===== config.mk =====
export PLATFORM = sky130hd
export DESIGN_NAME = spr_lane
export DESIGN_NICKNAME = d
export VERILOG_FILES = /design/src/design/assert_macros.svh /design/src/design/spr_pkg.sv /design/src/design/spr_lane.sv
export SDC_FILE = /design/constraint.sdc
export NUM_CORES = 1
export LEC_CHECK = 0
export ABC_AREA = 1
export BUFFER_PORTS_ARGS = -buffer_cell sky130_fd_sc_hd__buf_4
export CAP_MARGIN = 10
export CORE_ASPECT_RATIO = 0.7
export CORE_MARGIN = 4
export CORE_UTILIZATION = 25
export CTS_CLUSTER_SIZE = 30
export DETAILED_ROUTE_END_ITERATION = 6
export GPL_ROUTABILITY_DRIVEN = 0
export GPL_TIMING_DRIVEN = 0
export PLACE_DENSITY_LB_ADDON = 0.25
export RECOVER_POWER = 25
export SYNTH_ARGS = -nofsm -noshare
export SYNTH_HDL_FRONTEND = slang
export SYNTH_SLANG_ARGS = --single-unit
export TNS_END_PERCENT = 100

===== constraint.sdc =====
create_clock -name clock -period 10.5 [get_ports clock]
set_input_delay 0.525 -clock clock [delete_from_list [all_inputs] [get_ports clock]]
set_output_delay 0.525 -clock clock [all_outputs]
set_load 0.01 [all_outputs]

===== src/design/assert_macros.svh =====
// Assertion macros for the smallest-period hash design.
// Depends on nothing; included by smallest_period_rolling_hash, the module that carries checks.
`ifndef ASSERT_MACROS_SVH
`define ASSERT_MACROS_SVH

// Consequent must hold in the same cycle as the antecedent.
`define SPR_ASSERT_SAME(label, clk, rst, ante, cons, msg) \
   label: assert property (@(posedge clk) disable iff (rst) (ante) |-> (cons)) \
      else $error(msg);

// Consequent must hold in the cycle after the antecedent.
`define SPR_ASSERT_NEXT(label, clk, rst, ante, cons, msg) \
   label: assert property (@(posedge clk) disable iff (rst) (ante) |=> (cons)) \
      else $error(msg);

`endif


===== src/design/spr_pkg.sv =====
// Shared types and constants for the smallest-period double hash block.
// No dependencies; used by every module of the block.
package spr_pkg;

   localparam int HASH_W          = 30;
   localparam int LANES           = 2;
   localparam int BASE_W          = 8;
   localparam int LETTER_W        = 7;
   localparam int PERIOD_W        = 11;
   localparam int MAX_LEN_DEFAULT = 1024;

   typedef logic [HASH_W-1:0] hash_type;

   // lane 0: base 31 modulo 1e9+7, lane 1: base 131 modulo 1e9+9
   localparam hash_type MODULUS [LANES] = '{30'd1000000007, 30'd1000000009};
   localparam logic [BASE_W-1:0] BASE [LANES] = '{8'd31, 8'd131};

   // letter value is the code minus this, wrapped to the letter width
   localparam logic [LETTER_W-1:0] LETTER_OFFSET = 7'd96;

   typedef enum logic [1:0] {
      LN_HOLD,
      LN_LOAD,
      LN_MUL,
      LN_ADD
   } lane_op_type;

   typedef struct packed {
      lane_op_type op;
      hash_type    load_x;
      hash_type    load_m;
      hash_type    addend;
   } lane_ctl_type;

endpackage


===== src/design/spr_lane.sv =====
// One modular arithmetic lane: bit-serial multiply and modular add.
// Depends on spr_pkg for the lane control struct and hash type.
module spr_lane (
   input  logic                  clock,
   input  spr_pkg::lane_ctl_type ctl,
   input  spr_pkg::hash_type     modulus,
   output spr_pkg::hash_type     acc
);
   import spr_pkg::*;

   hash_type acc_ff, acc_in;
   hash_type x_ff, x_in;
   hash_type m_ff, m_in;

   logic [HASH_W+1:0] sum;
   logic [HASH_W+1:0] mod1;
   logic [HASH_W+1:0] mod2;
   logic [HASH_W+1:0] red;
   hash_type          operand;

   // double-and-add step (multiply) or plain add, then bring back below the modulus
   always_comb begin
      mod1 = {2'b00, modulus};
      mod2 = {1'b0, modulus, 1'b0};
      if (ctl.op == LN_MUL) begin
         operand = m_ff[HASH_W-1] ? x_ff : '0;
         sum     = {1'b0, acc_ff, 1'b0} + {2'b00, operand};
      end else begin
         operand = ctl.addend;
         sum     = {2'b00, acc_ff} + {2'b00, operand};
      end
      if (sum >= mod2) begin
         red = sum - mod2;
      end else if (sum >= mod1) begin
         red = sum - mod1;
      end else begin
         red = sum;
      end
   end

   // next state per lane operation
   always_comb begin
      acc_in = acc_ff;
      x_in   = x_ff;
      m_in   = m_ff;
      case (ctl.op)
         LN_HOLD: begin
         end
         LN_LOAD: begin
            acc_in = '0;
            x_in   = ctl.load_x;
            m_in   = ctl.load_m;
         end
         LN_MUL: begin
            acc_in = red[HASH_W-1:0];
            m_in   = {m_ff[HASH_W-2:0], 1'b0};
         end
         LN_ADD: begin
            acc_in = red[HASH_W-1:0];
         end
         default: begin
         end
      endcase
   end

   always_ff @(posedge clock) begin
      acc_ff <= acc_in;
      x_ff   <= x_in;
      m_ff   <= m_in;
   end

   assign acc = acc_ff;

endmodule

==> impl_results.md, run 1 <==
* Die W at 269 um
* Crit share post-route at between 50% and 60%
* Crit path cell chain: clkbuf_1 > clkbuf_1 > nand2_1 > inv_1 > ha_1 > a21oi_1 > o21ai_0 > a21oi_1 > nand3_1 > o21ai_0 > nand2_1 > ha_1 > nand2_1 > nor2_1 > a21oi_1 > nand4_1 > nand2_1 > nand2_1 > a21oi_2 > nand3_2 > buf_2 > a21oi_1 > a21oi_1
* Hold WC Path Type: input pin to flop
* ANT nets after route at 0
* Clk slew on worst S/H paths at 80 ps
* Slew @ Worst Pin at 1300 ps
* Setup bufs post-CTS at 0
* Total GRT Usage at 17.8%
* Crit Path Max Fanout at 10
* Failing checks: design-rule violations
* # rows at 66
* Die height at about 190 um
* Place WS at 4720 ps
* Final Hold Fails at 0
* Fin crit period at a little under 6000 ps
* Critical path data required time at between 10000 and 15000 ps
* Critical path's slowest cell: clkbuf_1
* Crit Path Class: flop to flop
* Pwr dens at 316 nW/um^2
* Fill cell count at between 5000 and 6000
* CTS tree: done
* Final setup skew at roughly 14 ps
* Setup TNS at 0 ps
* Synth area leader: edfxtp_1
* Initial antenna violation count at 1
* P&R area growth vs syn at 18.6%
* Routed wire length at ~48000 um
* Delay-heaviest family, CP: compound AO/OA/AOI/OAI gates
* Number of flops mapped to enable cells by yosys at 90
* # DRC at 7
* Hold-fix buffers, CTS at 0
* Reg2Reg Depth at 23
* Grt met3 use at 5.29%
* Max VDD drop at 0.102 mV
* PnR worst setup slack at 4650 ps
* CP Capture Type: flop
* Fin Hold WS at 336 ps
* Yosys synthesis warning count at 0
* Worst skew pair latency at ~380 ps
* Final setup fails at 0
* Routed len/inst at between 15 and 20 um
* Post-CTS sizing at 0
* Met2 usage at around 25%
* Clk sink count at 90
* FMAX at 171 MHz
* Leakage power at roughly 7.2 nW
* Initial DRC count at 1445
* Global route total overflow at 0
* Outcome: finished, violations left
* Fin nets at roughly 2300
* Die area at 51400 um^2
* Number of buffers created by CTS at 9
* Vias in the first global route at around 12000
* Slew Limit Fails at 0
* Mapped Cells at ~1900
* Sequential-to-total area share from yosys stat at 22.6%
* Slowest stage delay, CP at approximately 600 ps
* # H-tree levels at 3
* Pre-Repair DR Iteration Count at 7
* Via count at 13100
* Ys flop type: edfxtp_1
* Count leader, synth: nand2_1
* Met1 usage at a little over a quarter
* Ys async rst share at 0%
* Cell variety after synth at 43
* Global routing's busiest layer: met1
* Combined buffer and inverter count along the critical path at 4
* Max Cap Violations at 0
* Routed vias/inst at ~5
* FF+latch count, synth at 90
* CTS Root Cell: clkbuf_16
* Syn Nets at around 2100
* Post-Syn Area at 11900 um^2
* Synth cell count leaders: 605 x nand2_1, 277 x inv_1, 187 x nor2_1
* Initial core utilization at 25.5%
* Pin count of the biggest net entering global routing at 31
* Core Region at roughly 47000 um^2
* Relative slew margins at 13.4%
* RSZ-0062 raised after global routing: no
* HPWL Detailed at a little over 40000 um
* WP depth at 23
* Layout cell share with drive strength beyond 1 at 11.0%
* Hold Path Cell Cnt at 1
* Clk buf depth at 2
* Mapped Avg Cell Area at ~6.3 um^2
* PortBufs at 152
* Number of I/O pins at about 150
* Post-synth top area share at 22.6%
* Synth area leaders: edfxtp_1 23%, nand2_1 19%, ha_1 13%, inv_1 8.7%, a21oi_1 7.2%
* First-pass GRT wire length at 70100 um
* Setup crit start kind: flop
* Worst Path Arrival at ~6000 ps
==> report_power, final <==
| group | total [mW] | internal [mW] | switching, mW |
|---|---|---|---|
| Sequential | 0.610 | 0.511 | 0.0995 |
| Clock | 0.332 | 0.165 | 0.167 |
| Combinational | 3.53 | 1.20 | 2.33 |
==> routing by layer <==
layer  part of all wire [%]  up-vias
met3                     10       34
met1                     50     5949
met5                      0        -
met4                    1.3        0
li1                       -     6571
met2                     39      570
==> metrics by stage <==
stage,std cells,cell area (um^2),util [%],total power [mW]
after floorplan,1898,11900,-,3.02
after global placement,2662,13800,29.6,4.04
after detailed placement,2662,13800,29.6,4.05
after CTS,2678,14100,30.2,4.41
after global routing,2681,14200,30.2,4.89
final,2681,14200,30.2,4.48
==> flip-flops by register name (all words and copies together), names as in the netlist <==
register,count
acc,30
m_ff,30
x_ff,30
==> final cells by class <==
type / count / area, um^2 / area share [%]
Tap cell: 612 / 766 / 5.41
Antenna cell: 1 / 2.50 / 0.0177
Buffer: 26 / 138 / 0.972
Clock inverter: 7 / 57.6 / 0.406
Timing Repair Buffer: 154 / 1170 / 8.25
Sequential cell: 90 / 2700 / 19.1
Multi-Input combinational cell: 1499 / 8040 / 56.8
Inverter: 283 / 1060 / 7.50
Clock buffer: 9 / 225 / 1.59
==> cells by family (layout without fill, tap and decap cells) <==
family	count (synthesis)	in the layout	share of synthesized area, %
xor+xnor	55	55	4.04
fa+ha+maj	127	127	13.6
other cells	0	1	0
compound gates	314	314	14.6
simple gates	1003	1003	35.2
buf+inv	309	479	10.1
flops	90	90	22.6
==> cells in the final DEF, fill, tap and decap left out, types with 3 or more instances in the layout <==
cell type  count
or2_2          8
nand3_1      114
clkbuf_4      30
nand2_1      605
o21ai_0       79
nand3b_1       8
edfxtp_1      90
clkbuf_1      19
nand2_2        6
buf_4        123
xnor2_1       28
inv_6          4
nand4_1       41
inv_2          6
nor2_2         3
a31oi_1        3
o21a_1         3
a21o_1         8
o21ai_1        7
xor2_1        27
nand3_2        9
a21oi_2       11
nor4_1         4
clkbuf_16      9
a21oi_1      172
o21bai_1      13
nor2_1       187
nor3_1        13
o211ai_1       6
ha_1         122
fa_1           4
a31o_2         3
buf_6          4
a21boi_0       3
inv_1        277
==> worst paths after layout <==
check,startpoint,end,slack (ps)
hold reg to reg,m_ff[1],m_ff[2],500
setup / recovery,m_ff[29],acc[25],4650
setup reg to reg,m_ff[29],acc[25],4650
hold / removal,ctl[74],x_ff[14],340
Power figures use the tool's default switching activity.
==> inputs of run 2 (changes only) <==
- ABC_AREA: 1 -> 0
- clock period: 10.5 -> 5.9 ns (I/O delays scaled with it)
==> impl_results.md, run 2 <==
* Initial antenna violation count at 2 (+1)
* Die height at 176 um (-7.6%)
* Total GRT Usage at 15.5% (-2.3 points)
* Crit path from: m_ff[29]
* Leakage power at 5.57 nW (-23%)
* Core Region at 39800 um^2 (-15%)
* P&R area growth vs syn at 26.6%
* Synth area leaders: edfxtp_1 27%, ha_1 15%, a21oi_1 6.4%, xnor2_1 5.8%, o21ai_0 3.9%
* Clk buf depth at 2 (unchanged)
* Number of flops mapped to enable cells by yosys at 90 (unchanged)
* Initial DRC count at 844 (-42%)
* Commonest non-fill, non-tap cell in the layout: buf_4
* Die area at 43800 um^2 (-15%)
* Routed len/inst at 19.1 um (+8.0%)
* Most frequent cells in the layout: 145 x buf_4, 119 x ha_1, 118 x a21oi_1
* Number of buffers created by CTS at 9 (unchanged)
* Final setup skew at 14.4 ps (+0.351 ps)
* # DRC at 0 (-7)
* Final Hold Fails at 0 (unchanged)
* Crit share post-route at 98.8% (+43 points)
* Post-DP Area at 12000 um^2 (-14%)
* Pin count of the biggest net entering global routing at 31 (unchanged)
* Ys flop type: edfxtp_1
* Slew Limit Fails at 0 (unchanged)
* Reg-to-reg startpoint: m_ff[29]
* Worst Path Arrival at 6030 ps (+60 ps)
* Fin crit period at 5830 ps (-14.9 ps)
* Yosys synthesis warning count at 0 (unchanged)
* Crit Path Class: flop to flop
* Via count at 9399 (-28%)
* Critical path data required time at 6100 ps (-4530 ps)
* First-pass GRT wire length at 52800 um (-25%)
* Max VDD drop at 0.320 mV (+210%)
* Final instance area at 12800 um^2 (-9.5%)
* Mapped Cells at 1135 (-40%)
* Clk slew on worst S/H paths at 80 ps (about the same)
* Max Cap Violations at 0 (unchanged)
* Mapped Avg Cell Area at 8.92 um^2 (+42%)
* CTS tree: done
* HPWL Detailed at 29400 um (-28%)
* RR Endpoint: acc[2]
* PortBufs at 152 (unchanged)
* Place WS at -1100 ps (-5820 ps)
* Routed wire length at 35700 um (-25%)
* Fin util at 32.2% (+1.9 points)
* Initial core utilization at 25.4% (-0.083 points)
* Fin nets at 1573 (-32%)
* Slew @ Worst Pin at 945 ps (-355 ps)
* Global route total overflow at 0 (unchanged)
* RSZ-0062 raised after global routing: yes
* Post-synth top area share at 26.7% (+4.1 points)
* Crit Path Max Fanout at 8 (-2)
* Reg2reg setup slack at 70 ps (-4590 ps)
* Sequential-to-total area share from yosys stat at 26.7% (+4.1 points)
* Worst skew pair latency at 370 ps (about the same)
* Cell variety after synth at 73 (+70%)
* Die W at 249 um (-7.7%)
* # H-tree levels at 3 (unchanged)
* CTS Root Cell: clkbuf_16
* Diode count at 0 (-1)
* Setup crit end: acc[2]
* # rows at 61 (-7.6%)
* Final setup fails at 0 (unchanged)
* Routed vias/inst at 5.05 (+3.1%)
* Relative slew margins at 36.4% (+23 points)
* ANT nets after route at 0 (unchanged)
* Synth area leader: edfxtp_1
* Hold WC Path Type: input pin to flop
* Reg2Reg Depth at 23 (unchanged)
* Syn Nets at 1385 (-36%)
* FF+latch count, synth at 90 (unchanged)
* Number of I/O pins at 153 (unchanged)
* Count leader, synth: a21oi_1
* Synth cell count leaders: 130 x a21oi_1, 123 x ha_1, 90 x edfxtp_1
* Ys async rst share at 0% (unchanged)
* Vias in the first global route at 8954 (-25%)
* Post-Syn Area at 10100 um^2 (-15%)
* Hold Path Cell Cnt at 1 (unchanged)
* Pwr dens at 662 nW/um^2 (+110%)
* Pre-Repair DR Iteration Count at 5 (-2)
* Layout cell share with drive strength beyond 1 at 23.4% (+12 points)
* Setup crit start kind: flop
* Outcome: finished clean
* CP Capture Type: flop
* Clk sink count at 90 (unchanged)
* FMAX at 172 MHz (+0.26%)
* PnR worst setup slack at 69.6 ps (-4590 ps)
-- run 2: cell families after synthesis --
family | after synthesis | synth area share [%]
flip-flops | 90 | 26.7
AND/OR/NAND/NOR | 259 | 12.6
AO/OA/AOI/OAI | 409 | 26.2
buffers and inverters | 93 | 3.87
multiplexers | 56 | 5.91
adder cells (fa/ha/maj) | 127 | 16.0
XOR/XNOR | 101 | 8.74
-- run 2: repair_timing --
| action | CTS | global route |
|---|---|---|
| cloned | 0 | 1 |
| setup buffers | 15 | 10 |
| pin swaps | 20 | 29 |
| hold buffers | 0 | 0 |
| setup endpoints to repair | 30 | 30 |
| gates resized for setup | 33 | 50 |
-- run 2: final cells by class --
type	count	area, um^2
buffer	26	176
clock buffer	9	225
clock inverter	7	80.1
fill	4189	27000
inverter	63	236
multi-input combinational	952	7290
sequential	90	2700
tap	535	669
timing repair buffer	181	1440
-- run 2: worst min-delay path by stage --
stage,startpoint,to
floorplan,ctl[60],x_ff[0]
global placement,ctl[89],x_ff[29]
detailed placement,ctl[60],x_ff[0]
CTS,ctl[60],x_ff[0]
global route,ctl[72],x_ff[12]
finish,ctl[71],x_ff[11]
-- run 2: critical path, stage by stage (launching register included) --
cell and delay, ps:
edfxtp_1 440, buf_8 170, and2_4 140, ha_4 160
fa_2 350, a211oi_2 260, o21ai_2 110, o31a_1 310
a31oi_4 240, o21ai_4 90, a2111o_1 440, a31oi_1 220
xor2_1 280, a21oi_4 140, ha_4 300, a21oi_2 190
o21ai_2 80, a21oi_2 180, a21oi_2 90, o311a_4 380
or3_4 450, buf_12 180, mux2i_4 190, o22ai_2 250
-- run 2: power by group --
group	switching, mW	total (mW)	leakage, nW	internal, mW
logic	3.83	6.78	4.52	2.94
clock network	0.286	0.622	0.150	0.336
registers	0.169	1.09	0.901	0.923
-- run 2: stage by stage --
stage               cells  hold WS (ps)  total power [mW]  setup TNS [ps]
detailed placement   1823           474              7.20          -28320
finish               1863           119              8.49               0
global placement     1822           475              7.16          -29490
global route         1863           104              9.21           -1790
CTS                  1853          79.5              8.10               0
floorplan            1135           394              5.59               0
-- run 2: layer usage --
| layer | global-route usage (%) | up-vias | share of wire (%) |
|---|---|---|---|
| met5 | 0 | - | 0 |
| met4 | 3.06 | 0 | 1.5 |
| met3 | 3.62 | 23 | 7.8 |
| met2 | 22.2 | 291 | 41 |
| met1 | 23.6 | 4452 | 50 |
| li1 | - | 4633 | - |
